## src/design/tevq_pkg.sv

```systemverilog
// shared types and constants of the touch event qualifier
package tevq_pkg;

   localparam int unsigned ScanTicksDefault = 10;
   localparam int unsigned TickWidth        = 4;
   localparam int unsigned IdleWidth        = 2;
   localparam int unsigned RawWidth         = 12;
   localparam int unsigned PosXWidth        = 10;
   localparam int unsigned PosYWidth        = 9;
   localparam int unsigned CsrIndexWidth    = 1;
   localparam int unsigned CsrDataWidth     = 8;

   // configuration register indexes
   localparam logic [CsrIndexWidth-1:0] CsrEnable  = 1'd0;
   localparam logic [CsrIndexWidth-1:0] CsrPanelId = 1'd1;

   // event codes
   localparam logic [1:0] EvDown    = 2'd0;
   localparam logic [1:0] EvMove    = 2'd1;
   localparam logic [1:0] EvRelease = 2'd2;

   // item kinds
   localparam logic KindTick = 1'b0;
   localparam logic KindPoll = 1'b1;

   // panel handling
   localparam logic [7:0]          SmallPanelId = 8'h55;
   localparam logic [3:0]          InvalidPoint = 4'hF;
   localparam logic [RawWidth-1:0] SmallMaxX    = 12'd479;
   localparam logic [RawWidth-1:0] SmallMaxY    = 12'd271;
   localparam logic [RawWidth-1:0] LargeMaxX    = 12'd799;
   localparam logic [RawWidth-1:0] LargeMaxY    = 12'd479;
   localparam logic [IdleWidth-1:0] ReleaseScans = 2'd3;

   typedef struct packed {
      logic       kind;
      logic       touch_line;
      logic [7:0] x_high_byte;
      logic [7:0] x_low_byte;
      logic [7:0] y_high_byte;
      logic [7:0] y_low_byte;
   } req_type;

   typedef struct packed {
      logic [1:0]           event_code;
      logic [PosXWidth-1:0] pos_x;
      logic [PosYWidth-1:0] pos_y;
   } rsp_type;

   typedef struct packed {
      logic go;
      logic emit;
   } scan_status_type;

endpackage

```

## src/design/tevq_coord.sv

```systemverilog
// coordinate swap and clamp for point 0
module tevq_coord (
   input  logic [tevq_pkg::RawWidth-1:0]  raw_x,
   input  logic [tevq_pkg::RawWidth-1:0]  raw_y,
   input  logic [7:0]                     panel_id,
   output logic [tevq_pkg::PosXWidth-1:0] pos_x,
   output logic [tevq_pkg::PosYWidth-1:0] pos_y
);

   logic [tevq_pkg::RawWidth-1:0] src_x;
   logic [tevq_pkg::RawWidth-1:0] src_y;
   logic [tevq_pkg::RawWidth-1:0] max_x;
   logic [tevq_pkg::RawWidth-1:0] max_y;
   logic [tevq_pkg::RawWidth-1:0] clip_x;
   logic [tevq_pkg::RawWidth-1:0] clip_y;

   always_comb begin
      if (panel_id == tevq_pkg::SmallPanelId) begin
         src_x = raw_y;
         src_y = raw_x;
         max_x = tevq_pkg::SmallMaxX;
         max_y = tevq_pkg::SmallMaxY;
      end else begin
         src_x = raw_x;
         src_y = raw_y;
         max_x = tevq_pkg::LargeMaxX;
         max_y = tevq_pkg::LargeMaxY;
      end
      clip_x = (src_x > max_x) ? max_x : src_x;
      clip_y = (src_y > max_y) ? max_y : src_y;
   end

   assign pos_x = clip_x[tevq_pkg::PosXWidth-1:0];
   assign pos_y = clip_y[tevq_pkg::PosYWidth-1:0];

endmodule

```

## src/design/tevq_scan.sv

```systemverilog
// scan state: tick counter, press tracking and event decision
module tevq_scan #(
   parameter int unsigned SCAN_TICKS = tevq_pkg::ScanTicksDefault
) (
   input  logic                      clock,
   input  logic                      reset,
   input  logic                      item_valid,
   input  tevq_pkg::req_type         item,
   input  logic                      out_free,
   input  logic                      enable,
   input  logic [7:0]                panel_id,
   output tevq_pkg::scan_status_type status,
   output tevq_pkg::rsp_type         result
);

   localparam logic [tevq_pkg::TickWidth-1:0] ScanTicksW = tevq_pkg::TickWidth'(SCAN_TICKS);

   logic [tevq_pkg::TickWidth-1:0] tick_count_ff, tick_count_in;
   logic                           pressed_ff, pressed_in;
   logic [tevq_pkg::IdleWidth-1:0] idle_scans_ff, idle_scans_in;
   logic [tevq_pkg::PosXWidth-1:0] saved_x_ff, saved_x_in;
   logic [tevq_pkg::PosYWidth-1:0] saved_y_ff, saved_y_in;
   logic [tevq_pkg::RawWidth-1:0]  raw_x_ff, raw_x_in;
   logic [tevq_pkg::RawWidth-1:0]  raw_y_ff, raw_y_in;

   logic [tevq_pkg::IdleWidth-1:0] idle_next;
   logic [tevq_pkg::RawWidth-1:0]  new_x;
   logic [tevq_pkg::RawWidth-1:0]  new_y;
   logic [tevq_pkg::PosXWidth-1:0] pos_x;
   logic [tevq_pkg::PosYWidth-1:0] pos_y;
   logic                           period_done;
   logic                           poll_fire;
   logic                           emit;

   assign period_done = (tick_count_ff >= ScanTicksW);
   assign poll_fire   = (item.kind == tevq_pkg::KindPoll) && enable && period_done;
   assign idle_next   = idle_scans_ff + 1'b1;
   assign new_x       = {item.x_high_byte[3:0], item.x_low_byte};
   assign new_y       = {item.y_high_byte[3:0], item.y_low_byte};

   // coordinates from the raw values as they stand after this scan
   tevq_coord u_coord (
      .raw_x    (raw_x_in),
      .raw_y    (raw_y_in),
      .panel_id (panel_id),
      .pos_x    (pos_x),
      .pos_y    (pos_y)
   );

   always_comb begin
      tick_count_in = tick_count_ff;
      pressed_in    = pressed_ff;
      idle_scans_in = idle_scans_ff;
      saved_x_in    = saved_x_ff;
      saved_y_in    = saved_y_ff;
      raw_x_in      = raw_x_ff;
      raw_y_in      = raw_y_ff;
      emit          = 1'b0;
      result        = '{event_code: tevq_pkg::EvRelease, pos_x: saved_x_ff, pos_y: saved_y_ff};
      if (item.kind == tevq_pkg::KindTick) begin
         if (!period_done) begin
            tick_count_in = tick_count_ff + 1'b1;
         end
      end else if (poll_fire) begin
         tick_count_in = '0;
         if (!item.touch_line) begin
            if (pressed_ff) begin
               idle_scans_in = idle_next;
               if (idle_next == tevq_pkg::ReleaseScans) begin
                  idle_scans_in = '0;
                  pressed_in    = 1'b0;
                  emit          = 1'b1;
               end
            end
         end else begin
            idle_scans_in = '0;
            if (item.y_high_byte[7:4] != tevq_pkg::InvalidPoint) begin
               raw_x_in = new_x;
               raw_y_in = new_y;
            end
            pressed_in = 1'b1;
            saved_x_in = pos_x;
            saved_y_in = pos_y;
            emit       = 1'b1;
            result     = '{event_code: (pressed_ff ? tevq_pkg::EvMove : tevq_pkg::EvDown),
                           pos_x: pos_x, pos_y: pos_y};
         end
      end
   end

   assign status.emit = emit;
   assign status.go   = item_valid && (!emit || out_free);

   always_ff @(posedge clock) begin
      if (reset) begin
         tick_count_ff <= '0;
         pressed_ff    <= 1'b0;
         idle_scans_ff <= '0;
         saved_x_ff    <= '0;
         saved_y_ff    <= '0;
         raw_x_ff      <= '0;
         raw_y_ff      <= '0;
      end else if (status.go) begin
         tick_count_ff <= tick_count_in;
         pressed_ff    <= pressed_in;
         idle_scans_ff <= idle_scans_in;
         saved_x_ff    <= saved_x_in;
         saved_y_ff    <= saved_y_in;
         raw_x_ff      <= raw_x_in;
         raw_y_ff      <= raw_y_in;
      end
   end

endmodule

```

## src/design/touch_event_qualifier.sv

```systemverilog
// top level of the touch event qualifier
//
// requests come in on req_valid / req_stall / req_data: each one is a one
// millisecond tick or a scan poll carrying the touch line level and the raw
// point 0 bytes. a poll that finds the block enabled and the scan period
// elapsed yields at most one event (down, move or release) on rsp_valid /
// rsp_stall / rsp_data. ticks and early or disabled polls yield nothing.
// csr_valid / csr_ready / csr_index / csr_wdata write enable and panel_id;
// csr_ready is always high, writes are meant to land while the block is idle.
// the request is held in the input register while the scan logic works on it;
// once it moves on, the state is updated and its event, if any, is loaded
// into the output register, which drives rsp.
// throughput: one request per cycle unless req_stall is high, set by the
// single register stage holding the request during state update and swap/clamp.
// a request that yields no event moves on even while an event waits under
// rsp_stall; a request that yields one waits in the input register until the
// output register frees up, and req_stall is raised meanwhile.
// reset (synchronous, active high) clears the counters, press state, saved
// and raw coordinates, both configuration registers and both valid flags.
module touch_event_qualifier #(
   parameter int unsigned SCAN_TICKS = tevq_pkg::ScanTicksDefault
) (
   input  logic                                  clock,
   input  logic                                  reset,
   // request channel
   input  logic                                  req_valid,
   output logic                                  req_stall,
   input  tevq_pkg::req_type                     req_data,
   // event channel
   output logic                                  rsp_valid,
   input  logic                                  rsp_stall,
   output tevq_pkg::rsp_type                     rsp_data,
   // register writes
   input  logic                                  csr_valid,
   output logic                                  csr_ready,
   input  logic [tevq_pkg::CsrIndexWidth-1:0]    csr_index,
   input  logic [tevq_pkg::CsrDataWidth-1:0]     csr_wdata
);

   // input register
   logic              req_valid_ff, req_valid_in;
   tevq_pkg::req_type req_data_ff;
   // output register
   logic              rsp_valid_ff, rsp_valid_in;
   tevq_pkg::rsp_type rsp_data_ff;
   // configuration
   logic              enable_ff, enable_in;
   logic [7:0]        panel_id_ff, panel_id_in;

   tevq_pkg::scan_status_type status;
   tevq_pkg::rsp_type         result;
   logic                      req_take;
   logic                      out_free;
   logic                      csr_take;

   // the output slot can take a new event if empty or being drained
   assign out_free  = !rsp_valid_ff || !rsp_stall;
   assign req_stall = req_valid_ff && !status.go;
   assign req_take  = req_valid && !req_stall;

   tevq_scan #(
      .SCAN_TICKS (SCAN_TICKS)
   ) u_scan (
      .clock      (clock),
      .reset      (reset),
      .item_valid (req_valid_ff),
      .item       (req_data_ff),
      .out_free   (out_free),
      .enable     (enable_ff),
      .panel_id   (panel_id_ff),
      .status     (status),
      .result     (result)
   );

   // input stage holds the request until the scan logic lets it go
   always_comb begin
      req_valid_in = req_valid_ff;
      if (req_take) begin
         req_valid_in = 1'b1;
      end else if (status.go) begin
         req_valid_in = 1'b0;
      end
   end

   always_ff @(posedge clock) begin
      if (reset) begin
         req_valid_ff <= 1'b0;
      end else begin
         req_valid_ff <= req_valid_in;
      end
   end

   always_ff @(posedge clock) begin
      if (req_take) begin
         req_data_ff <= req_data;
      end
   end

   // output register, refilled as soon as the current event is taken
   always_comb begin
      rsp_valid_in = rsp_valid_ff;
      if (status.go && status.emit) begin
         rsp_valid_in = 1'b1;
      end else if (!rsp_stall) begin
         rsp_valid_in = 1'b0;
      end
   end

   always_ff @(posedge clock) begin
      if (reset) begin
         rsp_valid_ff <= 1'b0;
      end else begin
         rsp_valid_ff <= rsp_valid_in;
      end
   end

   always_ff @(posedge clock) begin
      if (status.go && status.emit) begin
         rsp_data_ff <= result;
      end
   end

   assign rsp_valid = rsp_valid_ff;
   assign rsp_data  = rsp_data_ff;

   // register writes, always accepted
   assign csr_ready = 1'b1;
   assign csr_take  = csr_valid && csr_ready;

   always_comb begin
      enable_in   = enable_ff;
      panel_id_in = panel_id_ff;
      if (csr_take) begin
         unique case (csr_index)
            tevq_pkg::CsrEnable:  enable_in   = csr_wdata[0];
            tevq_pkg::CsrPanelId: panel_id_in = csr_wdata;
            default: begin
               enable_in   = enable_ff;
               panel_id_in = panel_id_ff;
            end
         endcase
      end
   end

   always_ff @(posedge clock) begin
      if (reset) begin
         enable_ff   <= 1'b0;
         panel_id_ff <= '0;
      end else begin
         enable_ff   <= enable_in;
         panel_id_ff <= panel_id_in;
      end
   end

endmodule
```

## config.mk

```make
export PLATFORM = sky130hd
export DESIGN_NAME = touch_event_qualifier
export DESIGN_NICKNAME = d
export VERILOG_FILES = /design/src/design/tevq_pkg.sv /design/src/design/tevq_coord.sv /design/src/design/tevq_scan.sv /design/src/design/touch_event_qualifier.sv
export SDC_FILE = /design/constraint.sdc
export NUM_CORES = 1
export LEC_CHECK = 0
export BUFFER_PORTS_ARGS = -buffer_cell sky130_fd_sc_hd__buf_2
export CAP_MARGIN = 20
export CORE_MARGIN = 2
export CORE_UTILIZATION = 45
export CTS_CLUSTER_DIAMETER = 60
export DETAILED_ROUTE_END_ITERATION = 10
export HOLD_SLACK_MARGIN = 0.15
export SLEW_MARGIN = 10
export SYNTH_ARGS = -nofsm -noshare
export SYNTH_HDL_FRONTEND = slang
export SYNTH_SLANG_ARGS = --single-unit
```

## constraint.sdc

```tcl
create_clock -name clock -period 8.3 [get_ports clock]
set_input_delay 1.245 -clock clock [delete_from_list [all_inputs] [get_ports clock]]
set_output_delay 1.245 -clock clock [all_outputs]
set_load 0.03 [all_outputs]
```

==> results.sh <==
export IMPL_status="complete, no violations"
export IMPL_drc=0
export IMPL_ys_seq_area_share_pct=52.9
export IMPL_rsz0062_at_grt="no"
export IMPL_worstSetupPathType="reg -> reg"
export IMPL_post_cts_resized=0
export IMPL_drt_initial_drc_count=196
export IMPL_cts_tree="yes"
export IMPL_relSlewSlack_pct=26.5
export IMPL_timing_hold_ws_ns=0.455
export IMPL_synth_edf_count=51
export IMPL_first_pass_iters=4
export IMPL_portBuffers=66
export IMPL_syn_area_um2=5200
export IMPL_core_um2=11400
export IMPL_cts_made_buffers=9
export IMPL_crit_required_ns=8.40
export IMPL_vdd_drop_max_mv=0.0918
export IMPL_die_area_um2=12400
export IMPL_skew_ns=0.00798
export IMPL_async_flop_share_pct=0
export IMPL_p_leak_nw=2.15
export IMPL_grt_pass1_wl_mm=19.2
export IMPL_post_cts_buffers=0
export IMPL_synth_distinct_cells=51
export IMPL_antenna_found_initial=0
export IMPL_post_dp_cell_area_um2=5580
export IMPL_min_period_over_period_pct=54.1
export IMPL_design_area_um2=5990
export IMPL_antennaDiodeCount=0
export IMPL_grt_pass1_vias=3813
export IMPL_clk_pin_slew_ns=0.07
export IMPL_final_nets=641
export IMPL_crit_fanout=33
export IMPL_cp_start_kind="flip-flop"
export IMPL_slowest_stage="o31ai_4"
export IMPL_ys_ff_latch=112
export IMPL_die_w_um=112
export IMPL_max_cap_viol_count=0
export IMPL_syn_to_final_growth_pct=15.1
export IMPL_drive_gt1_share_pct=18.0
export IMPL_gr_total_overflow=0
export IMPL_fp_dieH_um=112
export IMPL_min_path_type="reg -> reg"
export IMPL_tightest_slew_ns=1.10
export IMPL_hold_violations=0
export IMPL_postSynthAreaPerCell_um2=9.57
export IMPL_grt_usage_pct=19.3
export IMPL_final_cell_mix="nand2_1, buf_2, a21oi_1, dfxtp_1, edfxtp_1"
export IMPL_via_per_inst=5.63
export IMPL_hold_buffers=0
export IMPL_cp_data_arrival_time_ns=4.60
export IMPL_path_cells="inv_1 > ha_1 > o31ai_4 > nor3_4 > buf_4 > nand2_1 > and3_1 > a31oi_1 > ha_1 > or3b_2 > o311ai_4 > mux2_4 > mux2_2"
export IMPL_synth_main_ff_cell="dfxtp_1"
export IMPL_synth_cells=544
export IMPL_powerDensity_nw_per_um2=192
export IMPL_place_congestion=0.916
export IMPL_fp_row_count=39
export IMPL_cp_end_kind="flip-flop"
export IMPL_clkLatencyLatePin_ns=0.35
export IMPL_vias=4143
export IMPL_setup_tns_ns=0
export IMPL_clock_sinks=112
export IMPL_setup_violations=0
export IMPL_wl_per_cell_um=16.0
export IMPL_drv_slew=0
export IMPL_cts_path_max_buffers=2
export IMPL_dpl_hpwl_mm=8.14
export IMPL_start_util_pct=45.8
export IMPL_ys_warn_count=0
export IMPL_h_tree_depth=3
export IMPL_cpMostUsedCell="ha_1"
export IMPL_critical_path_max_stage_delay_ns=0.77
export IMPL_final_common_cell="nand2_1"
export IMPL_drt_antenna_violating_nets=0
export IMPL_synth_nets=597
export IMPL_grt_max_degree=63
export IMPL_fmaxAchievable_ghz=0.223
export IMPL_clockRootBuffer="clkbuf_16"
export IMPL_period_needed_ns=4.49
export IMPL_io_pins=72
export IMPL_drt_total_wl_mm=11.8
==> layout make-up <==
cell class                 instances  area [µm²]
fill                            1047        5380
sequential                       112        2750
multi-input combinational        384        2260
timing repair buffer              72         403
clock buffer                      10         250
tap                              143         179
clock inverter                     6         113
inverter                           9        33.8
==> cells by family (layout without fill, tap and decap cells) <==
kind of cell | after synthesis | in the layout | share of synthesized area, %
XOR/XNOR | 1 | 1 | 0.168
AND/OR/NAND/NOR | 208 | 208 | 18.7
multiplexers | 14 | 14 | 2.96
AO/OA/AOI/OAI | 155 | 155 | 20.2
adder cells (fa/ha/maj) | 5 | 5 | 1.20
buffers and inverters | 48 | 97 | 3.82
flip-flops | 112 | 112 | 52.9
other | 1 | 1 | 0.0721
==> stage by stage <==
step	std cells	total power, mW	setup WS (ns)	util [%]
floorplan	544	0.629	4.35	-
global placement	718	0.646	4.00	49.1
detailed placement	718	0.647	3.96	49.1
CTS	734	1.16	3.92	52.3
global route	736	1.18	3.58	52.7
finish	736	1.15	3.81	52.7
==> cell usage after synthesis (2+ instances only) <==
master | n | area (µm²)
nand2_1 | 103 | 387
a21oi_1 | 61 | 305
dfxtp_1 | 61 | 1220
edfxtp_1 | 51 | 1530
nor2_1 | 31 | 116
a211oi_1 | 28 | 210
clkbuf_1 | 26 | 97.6
o21ai_0 | 23 | 115
nand3_1 | 17 | 85.1
o31a_1 | 11 | 96.3
buf_2 | 9 | 45.0
inv_1 | 9 | 33.8
mux2i_1 | 9 | 90.1
nor3_1 | 8 | 40.0
or3_1 | 8 | 50.1
nand3b_1 | 7 | 52.6
nand4_1 | 7 | 43.8
a31oi_1 | 6 | 37.5
nor4_1 | 6 | 37.5
and3_1 | 5 | 31.3
ha_1 | 5 | 62.6
o21ba_2 | 5 | 50.1
o31ai_1 | 5 | 37.5
and2_1 | 4 | 25.0
nor2b_1 | 4 | 25.0
mux2_2 | 3 | 33.8
a41oi_1 | 2 | 17.5
buf_1 | 2 | 7.51
buf_4 | 2 | 15.0
mux2_4 | 2 | 30.0
nor4bb_1 | 2 | 20.0
o21a_1 | 2 | 15.0
o311ai_0 | 2 | 17.5
==> critical path, delay by kind of cell (launching register included) <==
kind            cells  cell delay, ns
mux                 2            0.62
buf+inv             2            0.35
simple gates        4            0.91
flops               1            0.41
fa+ha+maj           2            0.55
compound gates      3            1.38
==> registers in the layout, indices dropped and copies added, names as in the netlist <==
name                  cells
u_scan.raw_y_ff          12
u_scan.saved_x_ff        10
u_scan.saved_y_ff         9
rsp_data                 21
u_scan.raw_x_ff          12
rsp_valid                 1
u_scan.idle_scans_ff      2
u_scan.tick_count_ff      4
req_valid_ff              1
enable_ff                 1
panel_id_ff               8
req_data_ff              30
u_scan.pressed_ff         1
==> path summary, 6_finish.rpt <==
path,from,to,slack [ns],cells past startpoint
max,u_scan.tick_count_ff[0],rsp_data[18],3.81,13
min,u_scan.raw_x_ff[7],u_scan.raw_x_ff[7],0.46,2
max reg2reg,u_scan.tick_count_ff[0],rsp_data[18],3.81,13
min reg2reg,u_scan.raw_x_ff[7],u_scan.raw_x_ff[7],0.46,2
==> power breakdown <==
group          internal [mW]  leakage (nW)  switching, mW
Sequential             0.590          1.02         0.0126
Clock                  0.314         0.178          0.198
Combinational         0.0139         0.942         0.0195
==> layer usage <==
metal / vias up / wire length [µm] / global-route usage [%]
met1: 1936 / 5620 / 26.4
li1: 2080 / - / -
met2: 106 / 5360 / 30.4
met3: 21 / 524 / 2.50
met5: - / 0 / 0
met4: 0 / 305 / 9.55
Note: power is estimated with default switching activity, not from simulation.
